## src/nnis_pkg.sv

```systemverilog
`default_nettype none
package nnis_pkg;

	localparam int COORD_W    = 8;
	localparam int DIM_W      = 9;
	localparam int DIM_MAX    = (1 << DIM_W) - 1;
	localparam int PIX_W      = 24;
	localparam int CFG_IDX_W  = 3;
	localparam int NUM_W      = 18;
	localparam int DIV_STAGES = 3;
	localparam int DIV_STEPS  = NUM_W / DIV_STAGES;

	localparam logic OP_WRITE = 1'b0;
	localparam logic OP_READ  = 1'b1;

	localparam logic [CFG_IDX_W-1:0] REG_SOURCE_WIDTH  = 3'd0;
	localparam logic [CFG_IDX_W-1:0] REG_SOURCE_HEIGHT = 3'd1;
	localparam logic [CFG_IDX_W-1:0] REG_TARGET_WIDTH  = 3'd2;
	localparam logic [CFG_IDX_W-1:0] REG_TARGET_HEIGHT = 3'd3;

	localparam logic [DIM_W-1:0] RST_SOURCE_DIM = 9'd256;
	localparam logic [DIM_W-1:0] RST_TARGET_DIM = 9'd150;

	typedef struct packed {
		logic [DIM_W-1:0] rem;
		logic [NUM_W-1:0] nq;
	} div_t;

	typedef struct packed {
		logic               op;
		logic [COORD_W-1:0] column;
		logic [COORD_W-1:0] row;
		logic [PIX_W-1:0]   pixel;
	} item_t;

	typedef struct packed {
		logic [DIM_W-1:0] sw;
		logic [DIM_W-1:0] sh;
		logic [DIM_W-1:0] sw_m1;
		logic [DIM_W-1:0] sh_m1;
		logic [DIM_W-1:0] tw;
		logic [DIM_W-1:0] th;
	} dims_t;

endpackage
`default_nettype wire

```

## src/nnis_div_stage.sv

```systemverilog
`default_nettype none
module nnis_div_stage import nnis_pkg::*; #(
	parameter int STEPS = 6
) (
	input  div_t             din,
	input  logic [DIM_W-1:0] divisor,
	output div_t             dout
);

	logic [DIM_W:0]   t;
	logic [DIM_W-1:0] r;
	logic [NUM_W-1:0] nq;

	// restoring steps, quotient bits shift in as numerator bits shift out
	always_comb begin
		r  = din.rem;
		nq = din.nq;
		t  = '0;
		for (int i = 0; i < STEPS; i++) begin
			t = {r, nq[NUM_W-1]};
			if (t >= {1'b0, divisor}) begin
				r  = DIM_W'(t - {1'b0, divisor});
				nq = {nq[NUM_W-2:0], 1'b1};
			end else begin
				r  = t[DIM_W-1:0];
				nq = {nq[NUM_W-2:0], 1'b0};
			end
		end
		dout.rem = r;
		dout.nq  = nq;
	end

endmodule
`default_nettype wire

```

## config.mk

```make
export PLATFORM = sky130hd
export DESIGN_NAME = nnis_div_stage
export DESIGN_NICKNAME = d
export VERILOG_FILES = /design/src/nnis_pkg.sv /design/src/nnis_div_stage.sv
export SDC_FILE = /design/constraint.sdc
export NUM_CORES = 1
export LEC_CHECK = 0
export BUFFER_PORTS_ARGS = -buffer_cell sky130_fd_sc_hd__buf_2
export CAP_MARGIN = 10
export CORE_MARGIN = 2
export CORE_UTILIZATION = 64
export DETAILED_ROUTE_END_ITERATION = 8
export PLACE_DENSITY = 0.95
export SETUP_SLACK_MARGIN = 0.5
export SLEW_MARGIN = 10
export SYNTH_ARGS = -nofsm -noshare
export SYNTH_HDL_FRONTEND = slang
export SYNTH_SLANG_ARGS = --single-unit
```

## constraint.sdc

```tcl
create_clock -name vclk -period 27.8
set_input_delay 2.78 -clock vclk [all_inputs]
set_output_delay 2.78 -clock vclk [all_outputs]
set_load 0.1 [all_outputs]
```

### Word level (Yosys, flattened, before mapping)

Cells that the tools add are included.

* flip-flop bits (word level): 0
* input bits: 36
* output and inout port bits: 27
* logic and storage cells: 24

* add/sub/neg operators: 6
* order comparisons: 6
* muxes and demuxes: 12

Operators by type and width (count)
* 10-bit by 9-bit >= comparator with 1-bit output: 6
* 9-bit two-way mux: 6
* 9-bit subtractor: 6
* 1-bit two-way mux: 6

### Logic depth before layout (Yosys ltp)

Gate-level depths: netlist of the first run.

* depth in word-level cells: 12
* mapped depth: 62
* mapped depth without buffers: 58

### Worst setup path after synthesis of the first run

No wires, ideal clock.

* kind: in2out
* start: in din[17] (netlist name)
* end: out dout[18] (netlist name)
* data arrival time: 17.305 ns
* required time: 25.020 ns
* slack: 7.715 ns
* stages: 58
* path buffers: 4
* path through: inv_1 ha_1 inv_1 fa_1 a211oi_1 o21ai_2 a2111oi_4 inv_2 buf_6 nand2_1 o21ai_0 fa_1 nand2b_1 a21oi_1 a41o_1 a211o_1 nor2_8 inv_4 [... 22 more ...] a21o_1 a21oi_1 o21ai_0 a21o_1 or4_1 buf_2 clkbuf_1 o21ai_0 ha_1 a21o_1 a21oi_1 o22ai_1 nor2_1 o21ai_0 nor2_1 o41a_1 o21bai_4 mux2i_1

RTL lines
* start, declared: line nnis_div_stage.sv:5 `input div_t din,`
* end, declared: line nnis_div_stage.sv:7 `output div_t dout`

==> impl_results.md, run 1 <==
* Most frequent cells in the layout: ha_1, inv_1, buf_2, a21oi_1, nor2_1
* FF+latch count at 0
* Total die area at 5440 µm²
* Post-Syn Area at 3110 µm²
* 1st-pass router iterations at 6
* Min cycle time layout at 19.78 ns
* Met3 usage at 0.0219
* Yosys warns at 0
* Fmax at 50.6 MHz
* Synth area leader: ha_1
* Avg Cell Area, Syn at 7.54 µm²
* Final antenna-violating net count at 0
* Footprint of the multi-input gates at 2820 µm²
* Clock buffers at 0
* Syn-to-layout area delta at 4.38%
* Fin. max-slew vios at 0
* Initial Util at 0.663
* GR Util met1 at 0.367
* Distinct cells, synth at 57
* Hold Crit Class: primary input to primary output
* Status: completed
* Global-route total usage across every layer at 0.298
* Cell Rows at 25
* Sequential share of the synthesized area at 0
* Synth area leaders: ha_1, xnor2_1, a21oi_1, inv_1, a21o_1
* Detailed placer's ending HPWL at 6920 µm
* Post-CTS Setup Bufs at 0
* Vert. Die Dim at 73.7 µm
* Kind of end point of the critical path: primary output
* Post-synth top area share at 0.217
* WL final at 8330 µm
* Vias in the first global route at 3018
* Post-route DRC violation count at 0
* Crit path depth at 55
* Largest net degree at the start of global routing at 17
* Tcrit/Tclk final at 0.712
* Storage cell area at 0 µm²
* Crit Path Max Fanout at 16
* Relative slew slack at 0.617
* Slew at the pin with the worst max-slew slack at 0.574 ns
* Crit start category: primary input
* Crit path top cell by count: o21ai_0
* Routed len/inst at 17.0 µm
* Finished Layout Cells at 489
* CP top delay family: compound AO/OA/AOI/OAI gates
* Final setup viols at 0
* Buffers & Inverters on Critical Path at 7
* Cts hold-fix bufs at 0
* DR iter-0 viols at 340
* Critical Path RT at 25.02 ns
* Gr ovfl total at 0
* Io pins at 63
* Slowest CP cell: or4_1
* Critical path class: primary input to primary output
* Worst hold stages at 0
* Worst Path Arrival at 17.00 ns
* Fill count at 342
* Layout cells sized above 1 at 0.143
* Die span in x at 73.7 µm
* Hold Vio Cnt, Final at 0
* Gpl congestion at 0.929
* Wire length of the first global-routing pass at 13000 µm
* Vias at 3144
* Commonest non-fill, non-tap cell in the layout: ha_1
* PortBufs at 39
* RSZ-0062 raised after global routing: false
* Core area at 4690 µm²
* Cells after DPL at 489
* Via density at 6.43
* Setup tns final at 0 ns
* Synth Instances at 413
* Number of diodes at 0
* GRT busiest layer: met2
* Initial antenna violation count at 0
* Max-cap violations at 0
* Net Count, Synth at 509
* CP max stage delay at 0.76 ns
* Nets at 533
* Post-CTS sizing at 0
* GR Util met2 at 0.536
## per-stage QoR
| step | setup WS (ns) | area, µm² | hold slack [ns] | util |
|---|---|---|---|---|
| after floorplan | 7.72 | 3110 | 5.77 | - |
| after global placement | 8.73 | 3250 | 5.56 | 0.693 |
| after detailed placement | 8.30 | 3250 | 5.56 | 0.693 |
| after CTS | 8.22 | 3250 | 5.56 | 0.693 |
| after global routing | 7.11 | 3250 | 5.56 | 0.693 |
| final | 8.02 | 3250 | 5.56 | 0.693 |
## area by class of cell
cell class                      count  area share
Inverter                           44      0.0516
Multi-Input combinational cell    352       0.868
Timing Repair Buffer               39      0.0601
Tap cell                           54      0.0208
## worst paths after layout
kind / slack, ns / end / from
max: 8.02 / dout[20] / divisor[1]
min: 5.56 / dout[10] / din[4]
## synthesized netlist by cell type (4+ instances only)
cell type / count
a211oi_1: 6
a21o_1: 18
a21oi_1: 34
buf_4: 12
fa_1: 6
ha_1: 54
inv_1: 41
mux2_2: 11
mux2i_1: 13
nand2_1: 27
nand2b_1: 8
nand4_1: 9
nor2_1: 28
nor2b_1: 7
nor3_1: 9
o21a_1: 6
o21ai_0: 25
o21bai_1: 4
o221ai_1: 7
o22ai_1: 4
xnor2_1: 24
xor2_1: 15
## routing by layer
metal  routed length (µm)  part of all wire  vias up
met4                  280             0.034        0
li1                     -                 -     1544
met1                 3520              0.42     1418
met5                    0                 0        -
met3                  531             0.064       31
met2                 4000              0.48      151
## kinds of logic after synthesis
logic type	synth area share
AO/OA/AOI/OAI	0.295
XOR/XNOR	0.110
adder cells (fa/ha/maj)	0.256
multiplexers	0.0864
AND/OR/NAND/NOR	0.159
buffers and inverters	0.0945
Power of run 1 is left out: the tool's default activity adds up to more than one toggle a clock period on the data nets, which glitch-free logic cannot reach.
==> run 2: changes to the inputs <==
Settings changed: CORE_UTILIZATION 64 to 59.
Clock period 27.8 ns to 20.3 ns, I/O delays scaled along.
==> impl_results.md, run 2 (synthesis gave the netlist of run 1 again) <==
* Status: completed (unchanged)
* Wire length of the first global-routing pass at 14400 µm (was 13000 µm)
* RSZ-0062 raised after global routing: false (unchanged)
* Vias in the first global route at 3161 (was 3018)
* Vert. Die Dim at 76.6 µm (was 73.7 µm)
* CP endpoint: dout[20] (unchanged)
* Die span in x at 76.6 µm (was 73.7 µm)
* Crit path top cell by count: o21ai_0 (unchanged)
* Footprint of the multi-input gates at 2820 µm² (unchanged)
* Max-cap violations at 0 (unchanged)
* Initial antenna violation count at 0 (unchanged)
* Cell Rows at 26 (was 25)
* Crit. Startpoint: divisor[1] (unchanged)
* Routed len/inst at 17.3 µm (was 17.0 µm)
* Core area at 5110 µm² (was 4690 µm²)
* Post-route DRC violation count at 0 (unchanged)
* Layout cells sized above 1 at 0.143 (unchanged)
* Setup tns final at 0 ns (unchanged)
* Final setup viols at 0 (unchanged)
* 1st-pass router iterations at 6 (unchanged)
* Kind of end point of the critical path: primary output (unchanged)
* WL final at 8760 µm (was 8330 µm)
* Relative slew slack at 0.597 (was 0.617)
* Largest net degree at the start of global routing at 17 (unchanged)
* Gr ovfl total at 0 (unchanged)
* Total die area at 5870 µm² (was 5440 µm²)
* Cts hold-fix bufs at 0 (unchanged)
* Nets at 533 (unchanged)
* Slowest CP cell: or4_1 (unchanged)
* Syn-to-layout area delta at 5.02% (was 4.38%)
* Global-route total usage across every layer at 0.291 (was 0.298)
* FF+latch count at 0 (unchanged)
* Post-CTS sizing at 0 (unchanged)
* Slew at the pin with the worst max-slew slack at 0.605 ns (was 0.574 ns)
* Gpl congestion at 0.985 (was 0.929)
* Crit start category: primary input (unchanged)
* Crit Path Max Fanout at 16 (unchanged)
* Fmax at 53.8 MHz
* Most frequent cells in the layout: ha_1, inv_1, buf_2, a21oi_1, nor2_1 (unchanged)
* Initial Util at 0.610 (was 0.663)
* Min cycle time layout at 18.59 ns
* Io pins at 63 (unchanged)
* Critical Path RT at 18.27 ns (was 25.02 ns)
* Storage cell area at 0 µm² (unchanged)
* Worst Path Arrival at 16.56 ns (was 17.00 ns)
* Commonest non-fill, non-tap cell in the layout: ha_1 (unchanged)
* Post-CTS Setup Bufs at 0 (unchanged)
* PortBufs at 39 (unchanged)
* Hold Vio Cnt, Final at 0 (unchanged)
* Fin. max-slew vios at 0 (unchanged)
* Via density at 6.38 (was 6.43)
* Vias at 3222 (was 3144)
* Final Worst Setup Slack at 1.71 ns (was 8.02 ns)
* Detailed placer's ending HPWL at 7290 µm (was 6920 µm)
* Tcrit/Tclk final at 0.916
* Number of diodes at 0 (unchanged)
* Pre-CTS WS at 2.11 ns (was 8.30 ns)
* Clock buffers at 0 (unchanged)
* Final antenna-violating net count at 0 (unchanged)
* DR iter-0 viols at 279 (was 340)
* Hold Crit Class: primary input to primary output (unchanged)
* Critical path class: primary input to primary output (unchanged)
* CP max stage delay at 0.79 ns (was 0.76 ns)
* Fill count at 438 (was 342)
-- run 2: cell counts in the layout (fill, tap and decap cells not counted) --
No cell type changed its count.
-- run 2: how the worst min path moves through the flow --
stage	slack, ns	cells after the start	startpoint	to
final	4.06	0	din[5]	dout[11]
after global routing	4.06	0	din[1]	dout[7]
after CTS	4.06	0	din[7]	dout[13]
after detailed placement	4.06	0	din[7]	dout[13]
after global placement	4.06	0	din[7]	dout[13]
after floorplan	4.27	1	din[4]	dout[10]
-- run 2: cell type report --
type,instances,area share
inverters,44,0.0513
multi-input cells,352,0.862
well taps,70,0.0268
repair buffers,39,0.0597
-- run 2: per-stage QoR --
step                 util  area [µm²]  hold WS [ns]  instances
floorplan               -        3110          4.27        413
global placement    0.640        3270          4.06        505
detailed placement  0.640        3270          4.06        505
CTS                 0.640        3270          4.06        505
global route        0.640        3270          4.06        505
finish              0.640        3270          4.06        505
-- run 2: layer usage --
| layer | vias up | wire [µm] | track usage |
|---|---|---|---|
| met5 | - | 0 | 0 |
| met4 | 0 | 185 | 0.0891 |
| met3 | 17 | 640 | 0.0166 |
| met2 | 169 | 4100 | 0.504 |
| met1 | 1498 | 3830 | 0.386 |
| li1 | 1538 | - | - |
-- run 2: critical path: cells and delay by family --
family                     cells  cell delay, ns
buffers and inverters          7            1.57
muxes                          2            0.80
and+or+nand+nor               14            2.74
AOI/OAI and AO/OA             27            6.99
adders and majority gates      6            2.38
Power of run 2 is left out for the same reason.
